`config.mk`:
```
export PLATFORM = sky130hd
export DESIGN_NAME = touch_swipe_tap_classifier
export DESIGN_NICKNAME = d
export VERILOG_FILES = /design/src/rtl/tstc_pkg.sv /design/src/rtl/touch_swipe_tap_classifier.sv /design/src/rtl/tstc_cfg.sv /design/src/rtl/tstc_classify.sv /design/src/rtl/tstc_outq.sv
export SDC_FILE = /design/constraint.sdc
export NUM_CORES = 1
export LEC_CHECK = 0
export ABC_AREA = 1
export BUFFER_PORTS_ARGS = -buffer_cell sky130_fd_sc_hd__buf_2
export CORE_MARGIN = 10
export CORE_UTILIZATION = 36
export CTS_CLUSTER_SIZE = 40
export DETAILED_ROUTE_END_ITERATION = 10
export HOLD_SLACK_MARGIN = 0.08
export SLEW_MARGIN = 20
export SYNTH_ARGS = -nofsm -noshare
export SYNTH_HDL_FRONTEND = slang
export SYNTH_SLANG_ARGS = --single-unit
export TNS_END_PERCENT = 1
```
`constraint.sdc`:
```
create_clock -name clk -period 7.45 [get_ports clk]
set_input_delay 2.235 -clock clk [delete_from_list [all_inputs] [get_ports clk]]
set_output_delay 2.235 -clock clk [all_outputs]
set_load 0.01 [all_outputs]
```
`src/rtl/tstc_pkg.sv`:
```
`default_nettype none

package tstc_pkg;

  localparam int COORD_BITS = 12;
  localparam int BTN_BITS   = 8;
  localparam int TIME_BITS  = 32;
  localparam int WIN_BITS   = 16;
  localparam int ARG_BITS   = 12;
  localparam int KIND_BITS  = 3;
  localparam int CODE_BITS  = 3;
  localparam int CFG_IDX_BITS  = 2;
  localparam int CFG_DATA_BITS = 16;

  localparam int IN_DATA_BITS  = BTN_BITS + 2 * COORD_BITS + TIME_BITS;
  localparam int OUT_FIELD_BITS = ARG_BITS + 2 * COORD_BITS;
  localparam int OUT_DATA_BITS = ((OUT_FIELD_BITS + 7) / 8) * 8;

  // results waiting at the output, and per-item result count width
  localparam int QDEPTH   = 2;
  localparam int CNT_BITS = 2;

  localparam logic [WIN_BITS-1:0]   WINDOW_RST = WIN_BITS'(300);
  localparam logic [COORD_BITS-1:0] THRESH_RST = COORD_BITS'(40);

  // event kinds
  localparam logic [KIND_BITS-1:0] KIND_MOUSE_MOVE  = 3'd0;
  localparam logic [KIND_BITS-1:0] KIND_MOUSE_DOWN  = 3'd1;
  localparam logic [KIND_BITS-1:0] KIND_MOUSE_UP    = 3'd2;
  localparam logic [KIND_BITS-1:0] KIND_FINGER_DOWN = 3'd3;
  localparam logic [KIND_BITS-1:0] KIND_FINGER_MOVE = 3'd4;
  localparam logic [KIND_BITS-1:0] KIND_FINGER_UP   = 3'd5;

  // result codes
  localparam logic [CODE_BITS-1:0] EV_MOVE   = 3'd0;
  localparam logic [CODE_BITS-1:0] EV_DOWN   = 3'd1;
  localparam logic [CODE_BITS-1:0] EV_DBL    = 3'd2;
  localparam logic [CODE_BITS-1:0] EV_RIGHT  = 3'd3;
  localparam logic [CODE_BITS-1:0] EV_LEFT   = 3'd4;
  localparam logic [CODE_BITS-1:0] EV_SDOWN  = 3'd5;
  localparam logic [CODE_BITS-1:0] EV_SUP    = 3'd6;
  localparam logic [CODE_BITS-1:0] EV_UP     = 3'd7;

  // register indexes
  localparam logic [CFG_IDX_BITS-1:0] CFG_WINDOW = 2'd0;
  localparam logic [CFG_IDX_BITS-1:0] CFG_THRESH = 2'd1;
  localparam logic [CFG_IDX_BITS-1:0] CFG_DTAP   = 2'd2;

  typedef struct packed {
    logic [WIN_BITS-1:0]   window;
    logic [COORD_BITS-1:0] thresh;
    logic                  dtap_en;
  } cfg_t;

  typedef struct packed {
    logic [CODE_BITS-1:0]  code;
    logic [ARG_BITS-1:0]   arg;
    logic [COORD_BITS-1:0] x;
    logic [COORD_BITS-1:0] y;
    logic                  last;
  } result_t;

endpackage

`default_nettype wire

```
`src/rtl/touch_swipe_tap_classifier.sv`:
```
`default_nettype none

// Pointer gesture classifier. Each input word is one mouse or finger event
// (kind in in_tuser; button, x, y and a wrapping millisecond time in in_tdata)
// and gives one result word, or two for an up that completes a slide: the
// slide word with tlast low, then the up word with tlast high. Kinds 6 and 7
// give nothing. An event is taken every cycle while the output queue has room:
// it is held in an input register, is classified by a single level of
// subtract/compare logic against the stored press, and lands in a two-word
// output queue. Throughput is one event per cycle while the sink keeps up; an
// up with a slide puts out two words, the queue holds the extra one, and the
// input stalls when the next slide comes before the queue has drained. An
// accepted event passes the input register and then the output queue before
// its first result word is valid. Registers are written through cfg_*
// (0 window in ms, 1 slide threshold, 2 finger double tap enable), always
// ready, and should be written only while the block is idle.
module touch_swipe_tap_classifier (
  input  wire logic                               clk,
  input  wire logic                               rst_n,
  input  wire logic                               in_tvalid,
  output logic                                    in_tready,
  // button[7:0], pos_x[19:8], pos_y[31:20], time_ms[63:32]
  input  wire logic [tstc_pkg::IN_DATA_BITS-1:0]   in_tdata,
  // kind[2:0]
  input  wire logic [tstc_pkg::KIND_BITS-1:0]      in_tuser,
  output logic                                    out_tvalid,
  input  wire logic                               out_tready,
  // event_arg[11:0], out_x[23:12], out_y[35:24], zero pad
  output logic [tstc_pkg::OUT_DATA_BITS-1:0]       out_tdata,
  // event_code[2:0]
  output logic [tstc_pkg::CODE_BITS-1:0]           out_tuser,
  output logic                                    out_tlast,
  input  wire logic                               cfg_valid,
  output logic                                    cfg_ready,
  input  wire logic [tstc_pkg::CFG_IDX_BITS-1:0]   cfg_index,
  input  wire logic [tstc_pkg::CFG_DATA_BITS-1:0]  cfg_data
);
  import tstc_pkg::*;

  cfg_t                cfg;
  logic [CNT_BITS-1:0] room;
  logic                push;
  logic [CNT_BITS-1:0] push_n;
  result_t             res0, res1;
  result_t             out_word;

  assign cfg_ready = 1'b1;

  tstc_cfg u_cfg (
    .clk      (clk),
    .rst_n    (rst_n),
    .wr_en    (cfg_valid),
    .wr_index (cfg_index),
    .wr_data  (cfg_data),
    .cfg      (cfg)
  );

  tstc_classify u_classify (
    .clk       (clk),
    .rst_n     (rst_n),
    .cfg       (cfg),
    .in_valid  (in_tvalid),
    .in_ready  (in_tready),
    .in_kind   (in_tuser),
    .in_button (in_tdata[BTN_BITS-1:0]),
    .in_x      (in_tdata[BTN_BITS +: COORD_BITS]),
    .in_y      (in_tdata[BTN_BITS+COORD_BITS +: COORD_BITS]),
    .in_time   (in_tdata[BTN_BITS+2*COORD_BITS +: TIME_BITS]),
    .room      (room),
    .push      (push),
    .push_n    (push_n),
    .res0      (res0),
    .res1      (res1)
  );

  tstc_outq u_outq (
    .clk       (clk),
    .rst_n     (rst_n),
    .push      (push),
    .push_n    (push_n),
    .res0      (res0),
    .res1      (res1),
    .room      (room),
    .out_valid (out_tvalid),
    .out_ready (out_tready),
    .out_word  (out_word)
  );

  assign out_tdata = OUT_DATA_BITS'({out_word.y, out_word.x, out_word.arg});
  assign out_tuser = out_word.code;
  assign out_tlast = out_word.last;

endmodule

`default_nettype wire

```
`src/rtl/tstc_cfg.sv`:
```
`default_nettype none

module tstc_cfg (
  input  wire logic                              clk,
  input  wire logic                              rst_n,
  input  wire logic                              wr_en,
  input  wire logic [tstc_pkg::CFG_IDX_BITS-1:0]  wr_index,
  input  wire logic [tstc_pkg::CFG_DATA_BITS-1:0] wr_data,
  output tstc_pkg::cfg_t                          cfg
);
  import tstc_pkg::*;

  cfg_t cfg_r;
  cfg_t cfg_nxt;

  always_comb begin
    cfg_nxt = cfg_r;
    if (wr_en) begin
      unique case (wr_index)
        CFG_WINDOW: cfg_nxt.window  = wr_data[WIN_BITS-1:0];
        CFG_THRESH: cfg_nxt.thresh  = wr_data[COORD_BITS-1:0];
        CFG_DTAP:   cfg_nxt.dtap_en = wr_data[0];
        default:    cfg_nxt = cfg_r;
      endcase
    end
  end

  always_ff @(posedge clk) begin
    if (!rst_n) begin
      cfg_r.window  <= WINDOW_RST;
      cfg_r.thresh  <= THRESH_RST;
      cfg_r.dtap_en <= 1'b0;
    end else begin
      cfg_r <= cfg_nxt;
    end
  end

  assign cfg = cfg_r;

endmodule

`default_nettype wire

```
`src/rtl/tstc_classify.sv`:
```
`default_nettype none

module tstc_classify (
  input  wire logic                            clk,
  input  wire logic                            rst_n,
  input  tstc_pkg::cfg_t                        cfg,
  input  wire logic                            in_valid,
  output logic                                 in_ready,
  input  wire logic [tstc_pkg::KIND_BITS-1:0]   in_kind,
  input  wire logic [tstc_pkg::BTN_BITS-1:0]    in_button,
  input  wire logic [tstc_pkg::COORD_BITS-1:0]  in_x,
  input  wire logic [tstc_pkg::COORD_BITS-1:0]  in_y,
  input  wire logic [tstc_pkg::TIME_BITS-1:0]   in_time,
  input  wire logic [tstc_pkg::CNT_BITS-1:0]    room,
  output logic                                 push,
  output logic [tstc_pkg::CNT_BITS-1:0]         push_n,
  output tstc_pkg::result_t                     res0,
  output tstc_pkg::result_t                     res1
);
  import tstc_pkg::*;

  // input register
  logic                  vld_r;
  logic [KIND_BITS-1:0]  kind_r;
  logic [BTN_BITS-1:0]   btn_r;
  logic [COORD_BITS-1:0] x_r;
  logic [COORD_BITS-1:0] y_r;
  logic [TIME_BITS-1:0]  t_r;

  // last press
  logic [TIME_BITS-1:0]  ptime_r, ptime_nxt;
  logic [COORD_BITS-1:0] px_r, px_nxt;
  logic [COORD_BITS-1:0] py_r, py_nxt;

  logic                  consume;
  logic                  finger;
  logic [ARG_BITS-1:0]   btn;
  logic [TIME_BITS-1:0]  elapsed;
  logic                  in_win;
  logic                  x_gt, y_gt;
  logic [COORD_BITS-1:0] dx, dy;
  logic                  x_win, y_hit;
  logic [CNT_BITS-1:0]   n;

  always_comb begin
    finger  = (kind_r >= KIND_FINGER_DOWN);
    btn     = finger ? ARG_BITS'(1) : ARG_BITS'(btn_r);
    elapsed = t_r - ptime_r;
    in_win  = (elapsed <= TIME_BITS'(cfg.window));
    x_gt    = (x_r > px_r);
    y_gt    = (y_r > py_r);
    dx      = x_gt ? (x_r - px_r) : (px_r - x_r);
    dy      = y_gt ? (y_r - py_r) : (py_r - y_r);
    x_win   = (dx >= cfg.thresh) && (dx > dy);
    y_hit   = (dy >= cfg.thresh);
  end

  always_comb begin
    n         = '0;
    res0.code = EV_MOVE;
    res0.arg  = btn;
    res0.x    = x_r;
    res0.y    = y_r;
    res0.last = 1'b1;
    res1      = res0;
    res1.code = EV_UP;
    ptime_nxt = ptime_r;
    px_nxt    = px_r;
    py_nxt    = py_r;
    unique case (kind_r) inside
      KIND_MOUSE_MOVE, KIND_FINGER_MOVE: begin
        n = CNT_BITS'(1);
      end
      KIND_MOUSE_DOWN, KIND_FINGER_DOWN: begin
        n = CNT_BITS'(1);
        if (in_win && (!finger || cfg.dtap_en)) begin
          res0.code = EV_DBL;
          ptime_nxt = '0;
        end else begin
          res0.code = EV_DOWN;
          ptime_nxt = t_r;
          px_nxt    = x_r;
          py_nxt    = y_r;
        end
      end
      KIND_MOUSE_UP, KIND_FINGER_UP: begin
        if (in_win && (x_win || y_hit)) begin
          // slide word first, then the up word
          n         = CNT_BITS'(2);
          res0.last = 1'b0;
          if (x_win) begin
            res0.code = x_gt ? EV_RIGHT : EV_LEFT;
            res0.arg  = ARG_BITS'(dx);
          end else begin
            res0.code = y_gt ? EV_SDOWN : EV_SUP;
            res0.arg  = ARG_BITS'(dy);
          end
        end else begin
          n         = CNT_BITS'(1);
          res0.code = EV_UP;
        end
      end
      default: n = '0;
    endcase
  end

  assign consume  = vld_r && (n <= room);
  assign in_ready = !vld_r || consume;
  assign push     = consume && (n != '0);
  assign push_n   = n;

  always_ff @(posedge clk) begin
    if (!rst_n) begin
      vld_r   <= 1'b0;
      ptime_r <= '0;
      px_r    <= '0;
      py_r    <= '0;
    end else begin
      if (in_ready) begin
        vld_r <= in_valid;
      end
      if (consume) begin
        ptime_r <= ptime_nxt;
        px_r    <= px_nxt;
        py_r    <= py_nxt;
      end
    end
  end

  always_ff @(posedge clk) begin
    if (in_ready && in_valid) begin
      kind_r <= in_kind;
      btn_r  <= in_button;
      x_r    <= in_x;
      y_r    <= in_y;
      t_r    <= in_time;
    end
  end

endmodule

`default_nettype wire

```
`src/rtl/tstc_outq.sv`:
```
`default_nettype none

module tstc_outq (
  input  wire logic                         clk,
  input  wire logic                         rst_n,
  input  wire logic                         push,
  input  wire logic [tstc_pkg::CNT_BITS-1:0] push_n,
  input  tstc_pkg::result_t                  res0,
  input  tstc_pkg::result_t                  res1,
  output logic [tstc_pkg::CNT_BITS-1:0]      room,
  output logic                              out_valid,
  input  wire logic                         out_ready,
  output tstc_pkg::result_t                  out_word
);
  import tstc_pkg::*;

  result_t             q0_r, q0_nxt;
  result_t             q1_r, q1_nxt;
  logic [CNT_BITS-1:0] cnt_r, cnt_nxt;
  logic [CNT_BITS-1:0] cnt_ap;
  logic                pop;

  assign out_valid = (cnt_r != '0);
  assign pop       = out_valid && out_ready;
  assign room      = CNT_BITS'(QDEPTH) - cnt_r + CNT_BITS'(pop);
  assign out_word  = q0_r;

  always_comb begin
    q0_nxt = q0_r;
    q1_nxt = q1_r;
    cnt_ap = cnt_r - CNT_BITS'(pop);
    if (pop) begin
      q0_nxt = q1_r;
    end
    cnt_nxt = cnt_ap;
    if (push) begin
      cnt_nxt = cnt_ap + push_n;
      case (cnt_ap)
        CNT_BITS'(0): begin
          q0_nxt = res0;
          if (push_n == CNT_BITS'(2)) begin
            q1_nxt = res1;
          end
        end
        CNT_BITS'(1): q1_nxt = res0;
        default: ;
      endcase
    end
  end

  always_ff @(posedge clk) begin
    if (!rst_n) begin
      cnt_r <= '0;
    end else begin
      cnt_r <= cnt_nxt;
    end
  end

  always_ff @(posedge clk) begin
    q0_r <= q0_nxt;
    q1_r <= q1_nxt;
  end

endmodule

`default_nettype wire

```
# Yosys cells after proc, flatten, opt, wreduce, memory -nomap -nowiden
# Cells that the tools add are included.
word_totals:
  romBits: 0
  ramBits: 0
  latch_bits: 0
  register_bits: 235
  memories: 0
classes:
  n_mul: 0
  addsub: 9
  n_mux: 22
  n_div: 0
  bitwise: 1
  n_lt_le_gt_ge: 8
  n_eq_ne: 10
  n_shift: 0
  reduce_logical: 27
ops:
  columns: ["cell", "n"]
  rows:
  - ["$mux W40", 4]
  - ["$pmux W40 S2", 1]
  - ["$mux W12", 4]
  - ["$sub A12 B12 Y12", 4]
  - ["$gt A12 B12 Y1", 3]
  - ["$le A32 B16 Y1", 1]
  - ["$mux W32", 1]
  - ["$sub A32 B32 Y32", 1]
  - ["$ge A12 B12 Y1", 2]
  - ["$mux W15", 1]
  - ["$mux W2", 4]
  - ["$mux W8", 1]
  - ["$reduce_and A2 Y1", 4]
  - ["$logic_and A1 B1 Y1", 7]
  - ["$eq A3 B2 Y1 const B", 2]
  - ["$eq A3 B3 Y1 const B", 2]
  - ["$mux W3", 2]
  - ["$pmux W3 S2", 1]
  - ["$reduce_and A3 Y1", 2]
  - ["$reduce_bool A2 Y1", 3]
  - ["$eq A2 B1 Y1 const B", 2]
  - ["$eq A2 B2 Y1 const B", 2]
  - ["$logic_not A2 Y1", 2]
  - ["$pmux W2 S2", 1]
  - ["15 further kinds", 20]

# Longest topological paths before layout
logic_depth:
  depth_word: 12
  mapped_depth: 38

# Modules after synthesis
# A second synthesis with hierarchy kept.
hier_totals:
  hier_cells: 2356
  area_unflattened_um2: 16500.8
by_module_without_submodules:
  columns: ["mod", "n_inst", "cells_each", "area_each_um2"]
  rows:
  - ["tstc_classify", 1, 1701, 11365.9]
  - ["tstc_outq", 1, 468, 3832.4]
  - ["tstc_cfg", 1, 180, 1257.5]
  - ["touch_swipe_tap_classifier", 1, 7, 45.0]

# Worst setup path before layout
# No wires, ideal clock.
synth_path:
  path_kind: "register to register"
  startpoint: "reg u_classify.x_r[0]"
  endpoint: "reg u_outq.q1_r[0] (netlist name) (enable)"
  path_buffers: 3
  period_less_slack_ps: 7107
  t_arrival_ps: 6656
  setup_slack_ps: 343
  stages_incl_launch_ff: 33
  required_time_ps: 6999
  path_cell_list: "edfxtp_1 > inv_1 > ha_1 > inv_1 > fa_1 > nand3_1 > nand2_1 > a21boi_0 > o21ai_0 > nand2_1 > o2111ai_1 > nand2_1 > clkbuf_1 > o21ai_0 > nand2_1 > inv_1 > ha_1 > nand2_1 > o21ai_0 > nand4_1 > a31oi_1 > nand2_1 > nand2_1 > nand4_1 > nor2_1 > buf_2 > ha_1 > nand2_1 > nand2_1 > nand2_4 > nand3_2 > buf_6 > a21oi_1"
synth_between:
  elab_chain_len: 12
  elab_cells_between_ends: 18
  cone_classes: "add/sub (2); order compare (4); eq/ne (2); mux (3); reduce/logical (7)"
synth_lines:
  columns: ["item", "line_no", "rtl"]
  rows:
  - ["start, declared", "tstc_classify.sv:26", "logic [COORD_BITS-1:0] x_r;"]
  - ["start signal, assigned", "tstc_classify.sv:134", "x_r <= in_x;"]
  - ["$sub A12 B12 Y12 / $gt A12 B12 Y1 (equally long branches)", "tstc_classify.sv:52, tstc_classify.sv:50", null]
  - ["$mux W12 (*)", "tstc_classify.sv:52", "dx = x_gt ? (x_r - px_r) : (px_r - x_r);"]
  - ["$ge A12 B12 Y1 / $gt A12 B12 Y1 (equally long branches)", "tstc_classify.sv:54", "x_win = (dx >= cfg.thresh) && (dx > dy);"]
  - ["$logic_and A1 B1 Y1 (*)", "tstc_classify.sv:54", null]
  - ["$logic_or A1 B1 Y1 (*)", "tstc_classify.sv:87", "if (in_win && (x_win || y_hit)) begin"]
  - ["$logic_and A1 B1 Y1 (*)", "tstc_classify.sv:87", null]
  - ["$mux W2 (*)", "tstc_classify.sv:87", null]
  - ["$pmux W2 S2 (*)", "tstc_classify.sv:70", "unique case (kind_r) inside"]
  - ["$le A2 B2 Y1", "tstc_classify.sv:107", "assign consume = vld_r && (n <= room);"]
  - ["$logic_and A1 B1 Y1", "tstc_classify.sv:107", null]
  - ["$logic_and A1 B1 Y1", "tstc_classify.sv:109", "assign push = consume && (n != '0);"]
  - ["$reduce_and A3 Y1 (no source line) (*)", null, null]
  - ["end signal, assigned", "tstc_outq.sv:61", "q1_r <= q1_nxt;"]
  - ["end, declared", "tstc_outq.sv:18", "result_t q1_r, q1_nxt;"]
# Every way passes the cells marked *; elsewhere a longest branch is shown, timed or not.
# A chain may end at the register's enable or synchronous reset.

# Worst setup path in the final report
layout_path:
  startpoint: "reg u_classify.x_r[0]"
  endpoint: "out in_tready"
layout_between:
  elab_chain_len: 11
  elab_cells_between_ends: 14
  cone_classes: "add/sub (2); order compare (4); mux (3); reduce/logical (5)"
layout_lines:
  columns: ["item", "line_no", "rtl"]
  rows:
  - ["$sub A12 B12 Y12 / $gt A12 B12 Y1 (equally long branches)", "tstc_classify.sv:52, tstc_classify.sv:50", null]
  - ["$mux W12 (*)", "tstc_classify.sv:52", null]
  - ["$ge A12 B12 Y1 / $gt A12 B12 Y1 (equally long branches)", "tstc_classify.sv:54", null]
  - ["$logic_and A1 B1 Y1 (*)", "tstc_classify.sv:54", null]
  - ["$logic_or A1 B1 Y1 (*)", "tstc_classify.sv:87", null]
  - ["$logic_and A1 B1 Y1 (*)", "tstc_classify.sv:87", null]
  - ["$mux W2 (*)", "tstc_classify.sv:87", null]
  - ["$pmux W2 S2 (*)", "tstc_classify.sv:70", null]
  - ["$le A2 B2 Y1 (*)", "tstc_classify.sv:107", null]
  - ["$logic_and A1 B1 Y1 (*)", "tstc_classify.sv:107", null]
  - ["$logic_or A1 B1 Y1 (*)", "tstc_classify.sv:108", "assign in_ready = !vld_r || consume;"]
  - ["end, declared", "touch_swipe_tap_classifier.sv:21", "output logic in_tready,"]
# Marked as above.

==> results.txt <==
----------------------------------------------------
[Run status]
  Run status ... complete, no violations

[Yosys]
  Library cell occupying the most area in the post-synthesis netlist ... sky130_fd_sc_hd__edfxtp_1
  Sequential cell area fraction in the yosys report ... 37.48%
  Synthesized instance count ... 2174
  Leading cell types by total area after synthesis ... sky130_fd_sc_hd__edfxtp_1 (21%), sky130_fd_sc_hd__nand2_1 (18%), sky130_fd_sc_hd__dfxtp_1 (17%)
  Prevailing post-synth register cell ... sky130_fd_sc_hd__dfxtp_1
  FFs w/ async S/R, synth ... 0%
  Cell Area, Synth ... 0.01541 mm^2
  Syn. warnings ... 0
  Number of distinct standard cells referenced by the synthesized netlist ... 47
  Synthesized area per cell ... 7.088 um^2
  Number of flip-flops and latches in the synthesized netlist ... 235
  Cell types with the highest counts after synthesis ... sky130_fd_sc_hd__nand2_1 (733), sky130_fd_sc_hd__inv_1 (334), sky130_fd_sc_hd__nor2_1 (167)
  Yosys top cell area share ... 20.85%
  Most frequent cell after synthesis ... sky130_fd_sc_hd__nand2_1
  Number of flops mapped to enable cells by yosys ... 107

[Routing]
  Average wire per cell in the routed design ... 14.93 um
  Routed WL ... 42.65 mm
  Antenna viol nets, final ... 0
  Detailed-route via count ... 13695
  Remaining DRCs ... 0
  Detailed-route vias per instance ... 4.793
  Detailed Routing Iterations Pass 1 ... 5
  Count of routing violations after the opening detailed-route iteration ... 689

[Placement]
  DP Cell Count ... 2790
  Area after detailed placement ... 0.01655 mm^2
  I/O Buffers ... 131
  Half-perimeter wire length after placement ... 33.27 mm
  Final estimated routing congestion in global placement ... 0.9104

[Global route]
  Global-route wire length before repair ... 68.63 mm
  Largest net degree at the start of global routing ... 55
  Via count of the first global-routing pass ... 13279
  Antenna violations before repair ... 0
  Gr ovfl total ... 0
  GRT Total Usage ... 16.42%

[Critical path]
  Nature of the critical path endpoint ... primary output
  Type of element launching the critical path ... register
  Setup Crit Path Kind ... reg2out
  Most frequent cell on the critical path ... sky130_fd_sc_hd__nand2_1
  Crit path max fanout ... 5
  CP Data Arrival Time ... 4.92 ns
  Largest stage delay, worst path ... 0.39 ns
  Crit path buffers/inverters ... 6
  CP max stage cell ... sky130_fd_sc_hd__edfxtp_1
  Family with the most delay on the worst path ... simple AND/OR/NAND/NOR gates
  CP Data Required Time ... 5.22 ns

[Timing]
  Fin crit share ... 96.10%
  Count of final setup violators ... 0
  Number of max-slew violations in the final report ... 0
  Shortest period the worst path allows ... 7.159 ns
  Relative slew slack ... 34.68%
  Number of hold violations in the final report ... 0
  Worst Skew ... 0.01518 ns
  Transition at the pin with the smallest max-transition slack ... 0.9724 ns
  Final setup TNS ... 0 ns
  Fmax ... 0.1397 GHz

[Power and ir drop]
  Fraction of power spent switching nets ... 43.72%
  Worst IR Drop VDD ... 0.1956 mV
  Leak Pwr ... 8.762 nW
  Int Power ... 3.263 mW
  Power per cell area ... 328.2 mW/mm^2
  Combinational share of power ... 48.3%
  Final total power ... 5.799 mW
  Clk network pwr share ... 21.9%
  Power share of the sequential group ... 29.7%
  Net switching power figure ... 2.535 mW

[Cells and area]
  Final instance area ... 0.01767 mm^2
  Nets ... 2524
  Fraction of layout instances using a drive strength above 1 ... 11.13%
  Layout overhead on the synthesized area ... 14.67%
  Core occupancy in the finished layout ... 41.93%
  Number of antenna cells inserted ... 0
  Layout Cells excl Fill ... 2857

[Floorplan]
  Die Area ... 0.05148 mm^2
  FP Rows ... 75
  Starting utilization of the core area ... 36.57%
  Die span in y ... 226.9 um
  Std-Cell Core Area ... 0.04213 mm^2
  Width of the die ... 226.9 um
  Ports placed on the boundary ... 137

[CTS]
  Number of clock sinks ... 235
  Number of CTS-inserted buffers ... 27
  Clk_lat worst skew ... 0.58 ns
  CTS tree ... built
  Clock-pin slew on the worst setup and hold paths ... 0.06 ns
  Cell at the root of the clock tree ... sky130_fd_sc_hd__clkbuf_16
  Maximum buffer depth of the clock tree ... 3
  Depth of the CTS H-tree ... 1

[Min path]
  Worst Hold Class ... reg2reg

[Job]
  Max Cap Viol ... 0

----------------------------------------------------
[layout by cell type (no fill, tap or decap), drive strengths merged, types with 5 or more instances in the layout]
cell and n:
buf 162, dfxtp 128, xnor2 9, fa 5
clkbuf 39, a21o 6, a21oi 145, nand4 49
nand2 736, o21ai 103, o211ai 11, ha 132
clkinv 12, nor3 15, nand3 63, inv 339
nor4 5, conb 5, xor2 36, edfxtp 107
nor2 171
[cell type report]
type / count / area [um^2]
Fill cell: 4367 / 24470
Multi-Input combinational cell: 1529 / 8167
Sequential cell: 235 / 5776
Inverter: 341 / 1289
Timing Repair Buffer: 163 / 915.9
Clock buffer: 38 / 767.0
Tap cell: 539 / 674.4
Clock inverter: 12 / 80.08
[kinds of logic after synthesis]
group	count (synthesis)	share of synthesized area (%)
mux	3	0.1949
flops	235	37.48
fa+ha+maj	137	11.37
compound gates	289	10.13
xor+xnor	45	2.558
buf+inv	413	10.52
other cells	2	0.04874
simple gates	1050	27.71
[metal layers]
metal / share of wire [%] / track usage [%]
met5: 0 / 0
met4: 2.4 / 4.242
met3: 4.3 / 2.364
met1: 46 / 20.84
met2: 48 / 28.55
[registers in the layout, summed over array words and instances (netlist names)]
register	cells
u_classify.py_r	12
u_classify.t_r	32
u_classify.vld_r	1
u_outq.cnt_r	2
u_classify.kind_r	3
u_outq.out_word	40
u_classify.px_r	12
u_classify.ptime_r	32
u_classify.btn_r	8
u_classify.y_r	12
u_cfg.cfg	29
u_classify.x_r	12
u_outq.q1_r	40
[tightest hold or removal path, delay by kind of cell (launching register included)]
kind / cells / cell delay (ns)
compound gates: 1 / 0.05
simple gates: 1 / 0.06
flops: 1 / 0.31
[path summary, 6_finish.rpt]
kind                           from                     end  slack (ns)  cells past startpoint
max reg2reg       u_classify.x_r[0]         u_outq.q1_r[10]        1.78                     34
max               u_classify.x_r[0]               in_tready        0.29                     32
min          u_classify.ptime_r[14]  u_classify.ptime_r[14]        0.46                      2
min reg2reg  u_classify.ptime_r[14]  u_classify.ptime_r[14]        0.46                      2
[timing repair]
action | CTS | global route
hold buffers | 0 | 0
resized for setup | 12 | 36
buffers inserted | 7 | 10
pin swaps | 3 | 12
setup endpoints to repair | 1 | 1
hold endpoints to repair | 0 | 0
[power by group through the flow]
stage          registers (mW)  clock network (mW)  logic, mW
6_report                 1.72                1.27       2.80
5_1_grt                  1.75                1.36       3.20
4_1_cts                  1.73                1.31       2.73
3_5_place_dp             1.75                   0       2.69
3_3_place_gp             1.75                   0       2.66
2_1_floorplan            1.78                   0       1.87
[per-stage QoR]
stage	worst slack (ns)	hold slack (ns)
after floorplan	0.3430	0.4353
after global placement	0.3290	0.4487
after detailed placement	0.2280	0.4519
after CTS	0.03668	0.4611
after global routing	-0.04137	0.4784
final	0.2906	0.4603
Power figures use the tool's default switching activity.
